===== config.mk =====
export PLATFORM = sky130hd
export DESIGN_NAME = bankers_safety_and_request_check_top
export DESIGN_NICKNAME = d
export VERILOG_FILES = /design/src/design/bsc_pkg.sv /design/src/design/bsc_row_mem.sv /design/src/design/bsc_lane_unit.sv /design/src/design/bankers_safety_and_request_check_top.sv
export SDC_FILE = /design/constraint.sdc
export NUM_CORES = 2
export LEC_CHECK = 0
export BUFFER_PORTS_ARGS = -buffer_cell sky130_fd_sc_hd__buf_2
export CORE_UTILIZATION = 42
export DETAILED_ROUTE_END_ITERATION = 7
export PLACE_DENSITY = 0.56
export SETUP_SLACK_MARGIN = 0.2
export SLEW_MARGIN = 40
export SYNTH_ARGS = -nofsm -noshare
export SYNTH_HDL_FRONTEND = slang
export SYNTH_SLANG_ARGS = --single-unit
export TNS_END_PERCENT = 50

===== constraint.sdc =====
create_clock -name clk -period 9.91 [get_ports clk]
set_clock_uncertainty 0.1 [all_clocks]
set_input_delay 2.4775 -clock clk [delete_from_list [all_inputs] [get_ports clk]]
set_output_delay 2.4775 -clock clk [all_outputs]
set_load 0.02 [all_outputs]

===== src/design/bsc_pkg.sv =====
// Shared types, codes and constants of the banker's safety and request checker.
`timescale 1ns / 1ps

package bsc_pkg;

    localparam int MAX_PROCESSES_DEF = 16;
    localparam int MAX_RESOURCES_DEF = 4;

    localparam int AMT_W       = 8;
    localparam int WORK_W      = 12;
    localparam int FIELD_LANES = 4;
    localparam int CFG_DATA_W  = 5;
    localparam int CFG_IDX_W   = 2;

    localparam logic [WORK_W-1:0] WORK_MAX = 12'd4095;

    // command codes
    localparam logic [1:0] OP_LOAD  = 2'd0;
    localparam logic [1:0] OP_AVAIL = 2'd1;
    localparam logic [1:0] OP_REQ   = 2'd2;
    localparam logic [1:0] OP_CHECK = 2'd3;

    // result status codes
    localparam logic [2:0] ST_LOADED   = 3'd0;
    localparam logic [2:0] ST_GRANTED  = 3'd1;
    localparam logic [2:0] ST_EXCEEDS  = 3'd2;
    localparam logic [2:0] ST_UNAVAIL  = 3'd3;
    localparam logic [2:0] ST_DENIED   = 3'd4;
    localparam logic [2:0] ST_SEQ      = 3'd5;
    localparam logic [2:0] ST_UNSAFE   = 3'd6;
    localparam logic [2:0] ST_INVALID  = 3'd7;

    // configuration register indexes
    localparam logic [CFG_IDX_W-1:0] CFG_ACTIVE_PROC = 2'd0;
    localparam logic [CFG_IDX_W-1:0] CFG_ACTIVE_RES  = 2'd1;

    localparam logic [4:0] ACTIVE_PROC_RST = 5'd5;
    localparam logic [2:0] ACTIVE_RES_RST  = 3'd3;

    typedef struct packed {
        logic [1:0] op;
        logic [3:0] process;
        logic [7:0] amt_0;
        logic [7:0] amt_1;
        logic [7:0] amt_2;
        logic [7:0] amt_3;
        logic [7:0] limit_0;
        logic [7:0] limit_1;
        logic [7:0] limit_2;
        logic [7:0] limit_3;
    } cmd_t;

    typedef struct packed {
        logic [2:0] status;
        logic [3:0] seq_process;
        logic       last;
    } result_t;

    typedef enum logic [2:0] {
        S_IDLE,
        S_LD_RD,
        S_RQ_RD,
        S_RQ_AV,
        S_SCAN_INIT,
        S_SCAN,
        S_EMIT
    } state_t;

endpackage


===== src/design/bsc_row_mem.sv =====
// Process row memory: allocation and need rows, one row per process, registered read.
`timescale 1ns / 1ps

module bsc_row_mem #(
    parameter int DEPTH = bsc_pkg::MAX_PROCESSES_DEF,
    parameter int LANES = bsc_pkg::MAX_RESOURCES_DEF
) (
    input  logic                                     clk,
    input  logic                                     rst_n,
    input  logic                                     rd_en,
    input  logic [$clog2(DEPTH)-1:0]                 rd_addr,
    output logic [LANES-1:0][bsc_pkg::AMT_W-1:0]     rd_alloc,
    output logic [LANES-1:0][bsc_pkg::AMT_W-1:0]     rd_need,
    input  logic                                     wr_en,
    input  logic [$clog2(DEPTH)-1:0]                 wr_addr,
    input  logic [LANES-1:0][bsc_pkg::AMT_W-1:0]     wr_alloc,
    input  logic [LANES-1:0][bsc_pkg::AMT_W-1:0]     wr_need
);
    import bsc_pkg::*;

    logic [LANES-1:0][AMT_W-1:0] alloc_mem [DEPTH];
    logic [LANES-1:0][AMT_W-1:0] need_mem  [DEPTH];
    logic [DEPTH-1:0]            row_valid_reg;
    logic [LANES-1:0][AMT_W-1:0] alloc_q_reg;
    logic [LANES-1:0][AMT_W-1:0] need_q_reg;
    logic                        q_valid_reg;

    always_ff @(posedge clk)
    begin
        if (wr_en)
        begin
            alloc_mem[wr_addr] <= wr_alloc;
            need_mem[wr_addr]  <= wr_need;
        end
        if (rd_en)
        begin
            alloc_q_reg <= alloc_mem[rd_addr];
            need_q_reg  <= need_mem[rd_addr];
        end
    end

    // never-written rows read as zero
    always_ff @(posedge clk or negedge rst_n)
    begin
        if (!rst_n)
        begin
            row_valid_reg <= '0;
            q_valid_reg   <= 1'b0;
        end
        else
        begin
            if (wr_en)
            begin
                row_valid_reg[wr_addr] <= 1'b1;
            end
            if (rd_en)
            begin
                q_valid_reg <= row_valid_reg[rd_addr];
            end
        end
    end

    assign rd_alloc = q_valid_reg ? alloc_q_reg : '0;
    assign rd_need  = q_valid_reg ? need_q_reg  : '0;

endmodule


===== src/design/bsc_lane_unit.sv =====
// Shared lane unit: per-resource compare against a base vector and saturating add.
`timescale 1ns / 1ps

module bsc_lane_unit #(
    parameter int LANES = bsc_pkg::MAX_RESOURCES_DEF
) (
    input  logic [LANES-1:0]                         lane_act,
    input  logic [LANES-1:0][bsc_pkg::WORK_W-1:0]    base,
    input  logic [LANES-1:0][bsc_pkg::AMT_W-1:0]     cmp,
    input  logic [LANES-1:0][bsc_pkg::AMT_W-1:0]     add,
    output logic                                     fits,
    output logic [LANES-1:0][bsc_pkg::WORK_W-1:0]    sum
);
    import bsc_pkg::*;

    logic [WORK_W:0] wide;

    always_comb
    begin
        fits = 1'b1;
        sum  = base;
        wide = '0;
        for (int r = 0; r < LANES; r++)
        begin
            if (lane_act[r])
            begin
                if (WORK_W'(cmp[r]) > base[r])
                begin
                    fits = 1'b0;
                end
                wide = {1'b0, base[r]} + (WORK_W + 1)'(add[r]);
                sum[r] = wide[WORK_W] ? WORK_MAX : wide[WORK_W-1:0];
            end
        end
    end

endmodule


===== src/design/bankers_safety_and_request_check_top.sv =====
// Top level of the banker's safety and request checker: sequencer, tables and config.
`timescale 1ns / 1ps

// Usage
//   Command channel: a command (cmd) is transferred at a rising edge with start high and
//   busy low. Results come out on result, one per cycle, each marked by result_valid for
//   exactly one cycle; result.last flags the final result of a command. The receiver
//   cannot stall the block, so results are never held back.
//   Config port: wr_en/wr_index/wr_data write active_processes (index 0) or
//   active_resources (index 1); the user must write only while the block is idle,
//   the block itself does not enforce it. A request is checked against its need row,
//   then against available, then goes through the safety scan; a safety check runs
//   the scan, then emits the sequence. The scan walks one process row per cycle
//   through the row memory read port and the shared lane unit, pass after pass.
//   busy is high from the transfer until the cycle that carries the last result;
//   commands answered from idle (set available, invalid load or request) leave it low.
//   Reset: tables and the available vector read as zero, active_processes = 5,
//   active_resources = 3; row valid bits clear at once, so no clearing pass is needed.
module bankers_safety_and_request_check_top #(
    parameter int MAX_PROCESSES = bsc_pkg::MAX_PROCESSES_DEF,
    parameter int MAX_RESOURCES = bsc_pkg::MAX_RESOURCES_DEF
) (
    input  logic                          clk,
    input  logic                          rst_n,
    input  logic                          start,
    output logic                          busy,
    input  bsc_pkg::cmd_t                 cmd,
    output logic                          result_valid,
    output bsc_pkg::result_t              result,
    input  logic                          wr_en,
    input  logic [bsc_pkg::CFG_IDX_W-1:0] wr_index,
    input  logic [bsc_pkg::CFG_DATA_W-1:0] wr_data
);
    import bsc_pkg::*;

    localparam int PW   = $clog2(MAX_PROCESSES);
    localparam int NP_W = $clog2(MAX_PROCESSES + 1);
    localparam int NR_W = $clog2(MAX_RESOURCES + 1);

    typedef logic [MAX_RESOURCES-1:0][AMT_W-1:0]  lane8_t;
    typedef logic [MAX_RESOURCES-1:0][WORK_W-1:0] lane12_t;

    // ---------------- configuration ----------------
    logic [4:0] act_proc_reg;
    logic [2:0] act_res_reg;

    always_ff @(posedge clk or negedge rst_n)
    begin
        if (!rst_n)
        begin
            act_proc_reg <= ACTIVE_PROC_RST;
            act_res_reg  <= ACTIVE_RES_RST;
        end
        else if (wr_en)
        begin
            unique case (wr_index)
                CFG_ACTIVE_PROC: act_proc_reg <= wr_data;
                CFG_ACTIVE_RES:  act_res_reg  <= wr_data[2:0];
                default: ;
            endcase
        end
    end

    // clamped counts: out-of-range settings act as the nearest legal value
    logic [NP_W-1:0]          np;
    logic [NR_W-1:0]          nr;
    logic [MAX_RESOURCES-1:0] lane_act;

    always_comb
    begin
        if (act_proc_reg == '0)
            np = NP_W'(1);
        else if (int'(act_proc_reg) > MAX_PROCESSES)
            np = NP_W'(MAX_PROCESSES);
        else
            np = NP_W'(act_proc_reg);

        if (act_res_reg == '0)
            nr = NR_W'(1);
        else if (int'(act_res_reg) > MAX_RESOURCES)
            nr = NR_W'(MAX_RESOURCES);
        else
            nr = NR_W'(act_res_reg);

        for (int r = 0; r < MAX_RESOURCES; r++)
        begin
            lane_act[r] = (r < int'(nr));
        end
    end

    // ---------------- state ----------------
    state_t                   state_reg, state_next;
    cmd_t                     cmd_reg, cmd_next;
    lane8_t                   avail_reg, avail_next;
    lane12_t                  work_reg, work_next;
    lane8_t                   saved_alloc_reg, saved_need_reg;
    logic [MAX_PROCESSES-1:0] finished_reg;
    logic [PW-1:0]            seq_reg [MAX_PROCESSES];
    logic [NP_W-1:0]          count_reg, count_next;
    logic                     found_reg, found_next;
    logic [PW-1:0]            eval_idx_reg, eval_idx_next;
    logic [PW-1:0]            out_idx_reg, out_idx_next;
    result_t                  result_reg, result_next;
    logic                     result_valid_reg, result_valid_next;

    // control flags for array writes and row save
    logic scan_clear, scan_hit, save_rows;

    // field lanes of the live command and of the held command
    logic [FIELD_LANES-1:0][AMT_W-1:0] in_amt, in_lim, hold_amt, hold_lim;

    assign in_amt   = {cmd.amt_3, cmd.amt_2, cmd.amt_1, cmd.amt_0};
    assign in_lim   = {cmd.limit_3, cmd.limit_2, cmd.limit_1, cmd.limit_0};
    assign hold_amt = {cmd_reg.amt_3, cmd_reg.amt_2, cmd_reg.amt_1, cmd_reg.amt_0};
    assign hold_lim = {cmd_reg.limit_3, cmd_reg.limit_2, cmd_reg.limit_1, cmd_reg.limit_0};

    // ---------------- row memory ----------------
    logic          mem_rd_en, mem_wr_en;
    logic [PW-1:0] mem_rd_addr, mem_wr_addr;
    lane8_t        rd_alloc, rd_need, mem_wr_alloc, mem_wr_need;

    bsc_row_mem #(
        .DEPTH (MAX_PROCESSES),
        .LANES (MAX_RESOURCES)
    ) u_rows (
        .clk      (clk),
        .rst_n    (rst_n),
        .rd_en    (mem_rd_en),
        .rd_addr  (mem_rd_addr),
        .rd_alloc (rd_alloc),
        .rd_need  (rd_need),
        .wr_en    (mem_wr_en),
        .wr_addr  (mem_wr_addr),
        .wr_alloc (mem_wr_alloc),
        .wr_need  (mem_wr_need)
    );

    // ---------------- shared lane unit ----------------
    lane12_t lu_base, lu_sum;
    lane8_t  lu_cmp, lu_add;
    logic    lu_fits;

    always_comb
    begin
        lu_base = work_reg;
        lu_cmp  = rd_need;
        lu_add  = rd_alloc;
        for (int r = 0; r < MAX_RESOURCES; r++)
        begin
            if (state_reg == S_RQ_RD)
            begin
                // request against remaining need
                lu_base[r] = WORK_W'(rd_need[r]);
                lu_cmp[r]  = hold_amt[r];
            end
            else if (state_reg == S_RQ_AV)
            begin
                // request against available
                lu_base[r] = WORK_W'(avail_reg[r]);
                lu_cmp[r]  = hold_amt[r];
            end
        end
    end

    bsc_lane_unit #(
        .LANES (MAX_RESOURCES)
    ) u_lanes (
        .lane_act (lane_act),
        .base     (lu_base),
        .cmp      (lu_cmp),
        .add      (lu_add),
        .fits     (lu_fits),
        .sum      (lu_sum)
    );

    // ---------------- sequencer ----------------
    logic          in_proc_ok, in_over, hold_proc_ok;
    logic          fit_now, pass_end, all_done, stuck;
    logic [PW-1:0] next_idx;

    always_comb
    begin
        in_proc_ok   = (int'(cmd.process) < int'(np));
        hold_proc_ok = (int'(cmd_reg.process) < int'(np));
        in_over      = 1'b0;
        for (int r = 0; r < MAX_RESOURCES; r++)
        begin
            if (lane_act[r] && (in_amt[r] > in_lim[r]))
            begin
                in_over = 1'b1;
            end
        end

        fit_now  = !finished_reg[eval_idx_reg] && lu_fits;
        pass_end = (int'(eval_idx_reg) + 1 == int'(np));
        all_done = fit_now && (int'(count_reg) + 1 == int'(np));
        stuck    = pass_end && !(found_reg || fit_now);
        next_idx = pass_end ? '0 : eval_idx_reg + PW'(1);
    end

    always_comb
    begin
        state_next        = state_reg;
        cmd_next          = cmd_reg;
        avail_next        = avail_reg;
        work_next         = work_reg;
        count_next        = count_reg;
        found_next        = found_reg;
        eval_idx_next     = eval_idx_reg;
        out_idx_next      = out_idx_reg;
        result_next       = result_reg;
        result_valid_next = 1'b0;
        scan_clear        = 1'b0;
        scan_hit          = 1'b0;
        save_rows         = 1'b0;
        mem_rd_en         = 1'b0;
        mem_rd_addr       = cmd.process[PW-1:0];
        mem_wr_en         = 1'b0;
        mem_wr_addr       = cmd_reg.process[PW-1:0];
        mem_wr_alloc      = saved_alloc_reg;
        mem_wr_need       = saved_need_reg;

        unique case (state_reg)
            S_IDLE:
            begin
                if (start)
                begin
                    cmd_next = cmd;
                    unique case (cmd.op)
                        OP_LOAD:
                        begin
                            if (!in_proc_ok || in_over)
                            begin
                                result_valid_next = 1'b1;
                                result_next = '{status: ST_INVALID, seq_process: '0, last: 1'b1};
                            end
                            else
                            begin
                                // read the row so inactive lanes keep their values
                                mem_rd_en  = 1'b1;
                                state_next = S_LD_RD;
                            end
                        end
                        OP_AVAIL:
                        begin
                            for (int r = 0; r < MAX_RESOURCES; r++)
                            begin
                                if (lane_act[r])
                                    avail_next[r] = in_amt[r];
                            end
                            result_valid_next = 1'b1;
                            result_next = '{status: ST_LOADED, seq_process: '0, last: 1'b1};
                        end
                        OP_REQ:
                        begin
                            if (!in_proc_ok)
                            begin
                                result_valid_next = 1'b1;
                                result_next = '{status: ST_INVALID, seq_process: '0, last: 1'b1};
                            end
                            else
                            begin
                                mem_rd_en  = 1'b1;
                                state_next = S_RQ_RD;
                            end
                        end
                        OP_CHECK:
                        begin
                            state_next = S_SCAN_INIT;
                        end
                        default: ;
                    endcase
                end
            end

            S_LD_RD:
            begin
                mem_wr_en = hold_proc_ok;
                for (int r = 0; r < MAX_RESOURCES; r++)
                begin
                    mem_wr_alloc[r] = lane_act[r] ? hold_amt[r] : rd_alloc[r];
                    mem_wr_need[r]  = lane_act[r] ? hold_lim[r] - hold_amt[r] : rd_need[r];
                end
                result_valid_next = 1'b1;
                result_next = '{status: ST_LOADED, seq_process: '0, last: 1'b1};
                state_next  = S_IDLE;
            end

            S_RQ_RD:
            begin
                save_rows = 1'b1;
                if (!lu_fits)
                begin
                    result_valid_next = 1'b1;
                    result_next = '{status: ST_EXCEEDS, seq_process: '0, last: 1'b1};
                    state_next  = S_IDLE;
                end
                else
                begin
                    state_next = S_RQ_AV;
                end
            end

            S_RQ_AV:
            begin
                if (!lu_fits)
                begin
                    result_valid_next = 1'b1;
                    result_next = '{status: ST_UNAVAIL, seq_process: '0, last: 1'b1};
                    state_next  = S_IDLE;
                end
                else
                begin
                    // apply tentatively, the scan decides whether it stays
                    mem_wr_en = 1'b1;
                    for (int r = 0; r < MAX_RESOURCES; r++)
                    begin
                        if (lane_act[r])
                        begin
                            mem_wr_alloc[r] = saved_alloc_reg[r] + hold_amt[r];
                            mem_wr_need[r]  = saved_need_reg[r] - hold_amt[r];
                            avail_next[r]   = avail_reg[r] - hold_amt[r];
                        end
                    end
                    state_next = S_SCAN_INIT;
                end
            end

            S_SCAN_INIT:
            begin
                for (int r = 0; r < MAX_RESOURCES; r++)
                begin
                    work_next[r] = lane_act[r] ? WORK_W'(avail_reg[r]) : '0;
                end
                scan_clear    = 1'b1;
                count_next    = '0;
                found_next    = 1'b0;
                eval_idx_next = '0;
                mem_rd_en     = 1'b1;
                mem_rd_addr   = '0;
                state_next    = S_SCAN;
            end

            S_SCAN:
            begin
                // evaluate the row read last cycle, fetch the next one
                mem_rd_en     = 1'b1;
                mem_rd_addr   = next_idx;
                eval_idx_next = next_idx;
                found_next    = pass_end ? 1'b0 : (found_reg || fit_now);
                if (fit_now)
                begin
                    scan_hit   = 1'b1;
                    work_next  = lu_sum;
                    count_next = count_reg + NP_W'(1);
                end
                if (all_done)
                begin
                    if (cmd_reg.op == OP_REQ)
                    begin
                        result_valid_next = 1'b1;
                        result_next = '{status: ST_GRANTED, seq_process: '0, last: 1'b1};
                        state_next  = S_IDLE;
                    end
                    else
                    begin
                        out_idx_next = '0;
                        state_next   = S_EMIT;
                    end
                end
                else if (stuck)
                begin
                    result_valid_next = 1'b1;
                    state_next        = S_IDLE;
                    if (cmd_reg.op == OP_REQ)
                    begin
                        // roll the request back
                        mem_wr_en = 1'b1;
                        for (int r = 0; r < MAX_RESOURCES; r++)
                        begin
                            if (lane_act[r])
                                avail_next[r] = avail_reg[r] + hold_amt[r];
                        end
                        result_next = '{status: ST_DENIED, seq_process: '0, last: 1'b1};
                    end
                    else
                    begin
                        result_next = '{status: ST_UNSAFE, seq_process: '0, last: 1'b1};
                    end
                end
            end

            S_EMIT:
            begin
                result_valid_next = 1'b1;
                result_next.status      = ST_SEQ;
                result_next.seq_process = 4'(seq_reg[out_idx_reg]);
                result_next.last        = (int'(out_idx_reg) + 1 == int'(np));
                out_idx_next            = out_idx_reg + PW'(1);
                if (int'(out_idx_reg) + 1 == int'(np))
                begin
                    state_next = S_IDLE;
                end
            end

            default:
            begin
                state_next = S_IDLE;
            end
        endcase
    end

    always_ff @(posedge clk or negedge rst_n)
    begin
        if (!rst_n)
        begin
            state_reg        <= S_IDLE;
            avail_reg        <= '0;
            result_valid_reg <= 1'b0;
            count_reg        <= '0;
            found_reg        <= 1'b0;
            eval_idx_reg     <= '0;
            out_idx_reg      <= '0;
        end
        else
        begin
            state_reg        <= state_next;
            avail_reg        <= avail_next;
            result_valid_reg <= result_valid_next;
            count_reg        <= count_next;
            found_reg        <= found_next;
            eval_idx_reg     <= eval_idx_next;
            out_idx_reg      <= out_idx_next;
        end
    end

    // payload and scratch, no reset
    always_ff @(posedge clk)
    begin
        cmd_reg    <= cmd_next;
        work_reg   <= work_next;
        result_reg <= result_next;
        if (save_rows)
        begin
            saved_alloc_reg <= rd_alloc;
            saved_need_reg  <= rd_need;
        end
        if (scan_clear)
        begin
            finished_reg <= '0;
        end
        else if (scan_hit)
        begin
            finished_reg[eval_idx_reg] <= 1'b1;
        end
        if (scan_hit)
        begin
            seq_reg[count_reg[PW-1:0]] <= eval_idx_reg;
        end
    end

    assign busy         = (state_reg != S_IDLE);
    assign result_valid = result_valid_reg;
    assign result       = result_reg;

    // ---------------- assertions ----------------
    a_last_frees: assert property (@(posedge clk) disable iff (!rst_n)
        result_valid && result.last |-> !busy)
        else $error("block still busy after last result");

    a_mid_busy: assert property (@(posedge clk) disable iff (!rst_n)
        result_valid && !result.last |-> busy)
        else $error("sequence cut short");

    a_seq_zero: assert property (@(posedge clk) disable iff (!rst_n)
        result_valid && (result.status != ST_SEQ) |-> (result.seq_process == '0))
        else $error("seq_process set on non-sequence result");

    a_count_flags: assert property (@(posedge clk) disable iff (!rst_n)
        (state_reg == S_SCAN) |-> ($countones(finished_reg) == int'(count_reg)))
        else $error("finished flags disagree with finish count");

endmodule


==> out/qor.txt <==
status = finished clean
average wire per standard cell = 25.4 um
pwr/cell area = 290 nW/um2
Sw Share = 37.4%
post-route ant nets = 0
Slew @ Worst Pin = 0.901 ns
Clk pin slew, worst setup/hold paths = 0.07 ns
die area = 163000 um2
Pwr Total = 22000 uW
CP max stage cell = nor2_4
Vias = 45600
clock sinks = 1433
crit-path cells = buf_6, nand2b_4, o21ai_0, inv_1, ha_1, nor2b_1, o211ai_1, a21oi_1, o21ai_0, nand3_1, a211o_1, buf_4, o311ai_1, nand3_1, nor2_4, buf_4
Post-CTS Setup Inserts = 0
Critical Path RT = 10.22 ns
Setup crit end kind = flop
leak pwr = 0.0272 uW
reg2reg start = state_reg[1]
Setup crit start kind = flop
commonest non-fill, non-tap cell in the layout = edfxtp_1
Yosys top cell area share = 59.5%
most frequent cells in the layout = edfxtp_1 (1342), nand2_1 (759), a211oi_1 (327)
routability cong. = 0.890
Gate power share = 35.7%
cell internal pwr = 13800 uW
Hold-fix buffers, CTS = 0
Clock Tree Buf Depth = 3
max-slew violations = 0
Detailed Place HPWL = 122000 um
synthesized flop and latch total = 1433
maximum vdd drop = 169 uV
Core Area = 159000 um2
hold crit path type = flop to flop
pin count of the biggest net entering global routing = 133
Max-slew headroom = 39.5%
H-tree depth = 4
fin crit period = 7.05 ns
synth warn = 0
GR Util All Layers = 23.7%
Worst path max stage delay = 0.76 ns
Yosys top cell by area = edfxtp_1
sequential power share = 38.4%
worst-skew pair later-pin latency = 0.80 ns
R2R setup slack = 2.86 ns
placed cell area = 70900 um2
initial core utilization = 42.5%
final hold vios = 0
drt first-iter violations = 4765
average size of a mapped cell = 12.4 um2
Max Cap Viol = 0
DR DRC count = 0
fmax = 142 MHz
antenna violations before repair = 14
ranking of synthesized cells by area = edfxtp_1 (60%), nand2_1 (4.2%), ha_1 (4.2%), a211oi_1 (3.7%), dfrtp_1 (2.6%)
share of cells above drive strength 1 = 10.9%
dpl ws = 2.92 ns
GRT overflow = 0
Distinct cells, synth = 99
via density per instance = 5.92
crit-path max FO = 55
worst hold slack = 0.366 ns
FF-to-FF End = u_rows.alloc_mem[8][25]
Final Cycle Share = 71.1%
Design Area, Final = 76000 um2
# nets final = 5774
power share of the clock group = 25.8%
Cells after Synth = 5462
First-pass DRT Iterations = 6
RSZ-0062 raised after global routing = false
ys async rst share = 5.23%
critical path class = flop to flop
fillers = 14000
Final setup viols = 0
number of global-route vias before repair = 43100
R2R cell count = 16
# rows = 146
clock root buffer = clkbuf_16
P&R area growth vs syn = 12.3%
worst path arrival time = 7.36 ns
Die Span X = 403 um
WL final = 196000 um
sequential area share after synthesis = 62.8%
EDFF count, synth = 1342
Switch Pwr = 8240 uW
critical path endpoint = u_rows.alloc_mem[8][25]
die height = 403 um
most used flip-flop cell after synthesis = edfxtp_1
Mapped Area = 67700 um2
first-pass GRT wire length = 289000 um
Syn Nets = 5791
# IOs = 91
CTS tree = yes
total CTS buffers = 154
setup ws final = 2.86 ns
port bufs = 90
post-CTS sizing = 0
beginning of the critical path = state_reg[1]
-- how the worst min path moves through the flow --
stage / start / end / slack (ns) / cells past startpoint
3_3_place_gp: finished_reg[5] / finished_reg[5] / 0.34 / 2
6_report: u_rows.row_valid_reg[9] / u_rows.row_valid_reg[9] / 0.37 / 1
2_1_floorplan: u_rows.row_valid_reg[9] / u_rows.row_valid_reg[9] / 0.33 / 1
5_1_grt: u_rows.row_valid_reg[14] / u_rows.row_valid_reg[14] / 0.38 / 1
4_1_cts: u_rows.row_valid_reg[9] / u_rows.row_valid_reg[9] / 0.37 / 1
3_5_place_dp: u_rows.row_valid_reg[9] / u_rows.row_valid_reg[9] / 0.35 / 1
-- cell families after synthesis --
group                      after synthesis  synth area share, %
adders and majority gates              248                 4.81
buffers and inverters                  572                 3.31
xor gates and xnor gates               160                 2.09
and+or+nand+nor                       1472                 10.2
muxes                                  102                 2.15
AOI/OAI and AO/OA                     1475                 14.7
DFF                                   1433                 62.8
-- cell usage after synthesis (20+ instances only) --
| library cell | number |
|---|---|
| edfxtp_1 | 1342 |
| nand2_1 | 763 |
| a211oi_1 | 330 |
| a21oi_1 | 321 |
| clkbuf_1 | 292 |
| and3_1 | 276 |
| ha_1 | 228 |
| inv_1 | 203 |
| o21ai_0 | 177 |
| nor2_1 | 174 |
| a31oi_1 | 169 |
| a311oi_1 | 134 |
| xnor2_1 | 118 |
| dfrtp_1 | 71 |
| a21o_1 | 66 |
| o22ai_1 | 63 |
| and2_1 | 47 |
| nand3_1 | 46 |
| nor3_1 | 43 |
| xor2_1 | 41 |
| mux2_2 | 40 |
| o21bai_1 | 34 |
| buf_1 | 33 |
| buf_2 | 33 |
| nor2b_1 | 30 |
| o211ai_1 | 29 |
| mux4_2 | 27 |
| mux2i_1 | 26 |
| fa_1 | 20 |
-- routing by layer --
layer  vias to the layer above  track usage, %  part of all wire [%]
li1                      20800               -                     -
met1                     23000            35.6                    46
met2                      1613            34.4                    43
met3                       240            4.80                   7.8
met4                         8            7.32                   2.7
met5                         -               0                 0.040
-- stage by stage --
step / TNS [ns] / instances / utilization, %
floorplan: -98.75 / 5462 / -
global placement: 0 / 7423 / 44.3
detailed placement: 0 / 7433 / 44.6
CTS: 0 / 7710 / 47.7
global route: 0 / 7712 / 47.8
finish: 0 / 7715 / 47.8
-- area by class of cell --
class	count	area, um2	share of cell area (%)
tap	2146	2690	3.53
inverter	204	766	1.01
multi-input combinational	3457	23500	30.9
antenna	3	7.51	0.00988
clock buffer	203	4160	5.48
sequential	1433	42500	56.0
clock inverter	74	781	1.03
timing repair buffer	195	1570	2.06
-- critical path, delay by kind of cell, from the launching register on --
| kind | cells | cell delay [ns] |
|---|---|---|
| buf+inv | 4 | 1.68 |
| simple gates | 5 | 2.19 |
| compound gates | 6 | 1.88 |
| flops | 1 | 0.37 |
| fa+ha+maj | 1 | 0.34 |
-- power by group through the flow --
stage / logic, uW / clock network [uW] / registers (uW)
floorplan: 5180 / 0 / 8350
global placement: 7620 / 0 / 8600
detailed placement: 7770 / 0 / 8580
CTS: 7800 / 5800 / 8470
global route: 8590 / 6010 / 8530
finish: 7880 / 5690 / 8470
Power figures use the tool's default switching activity.
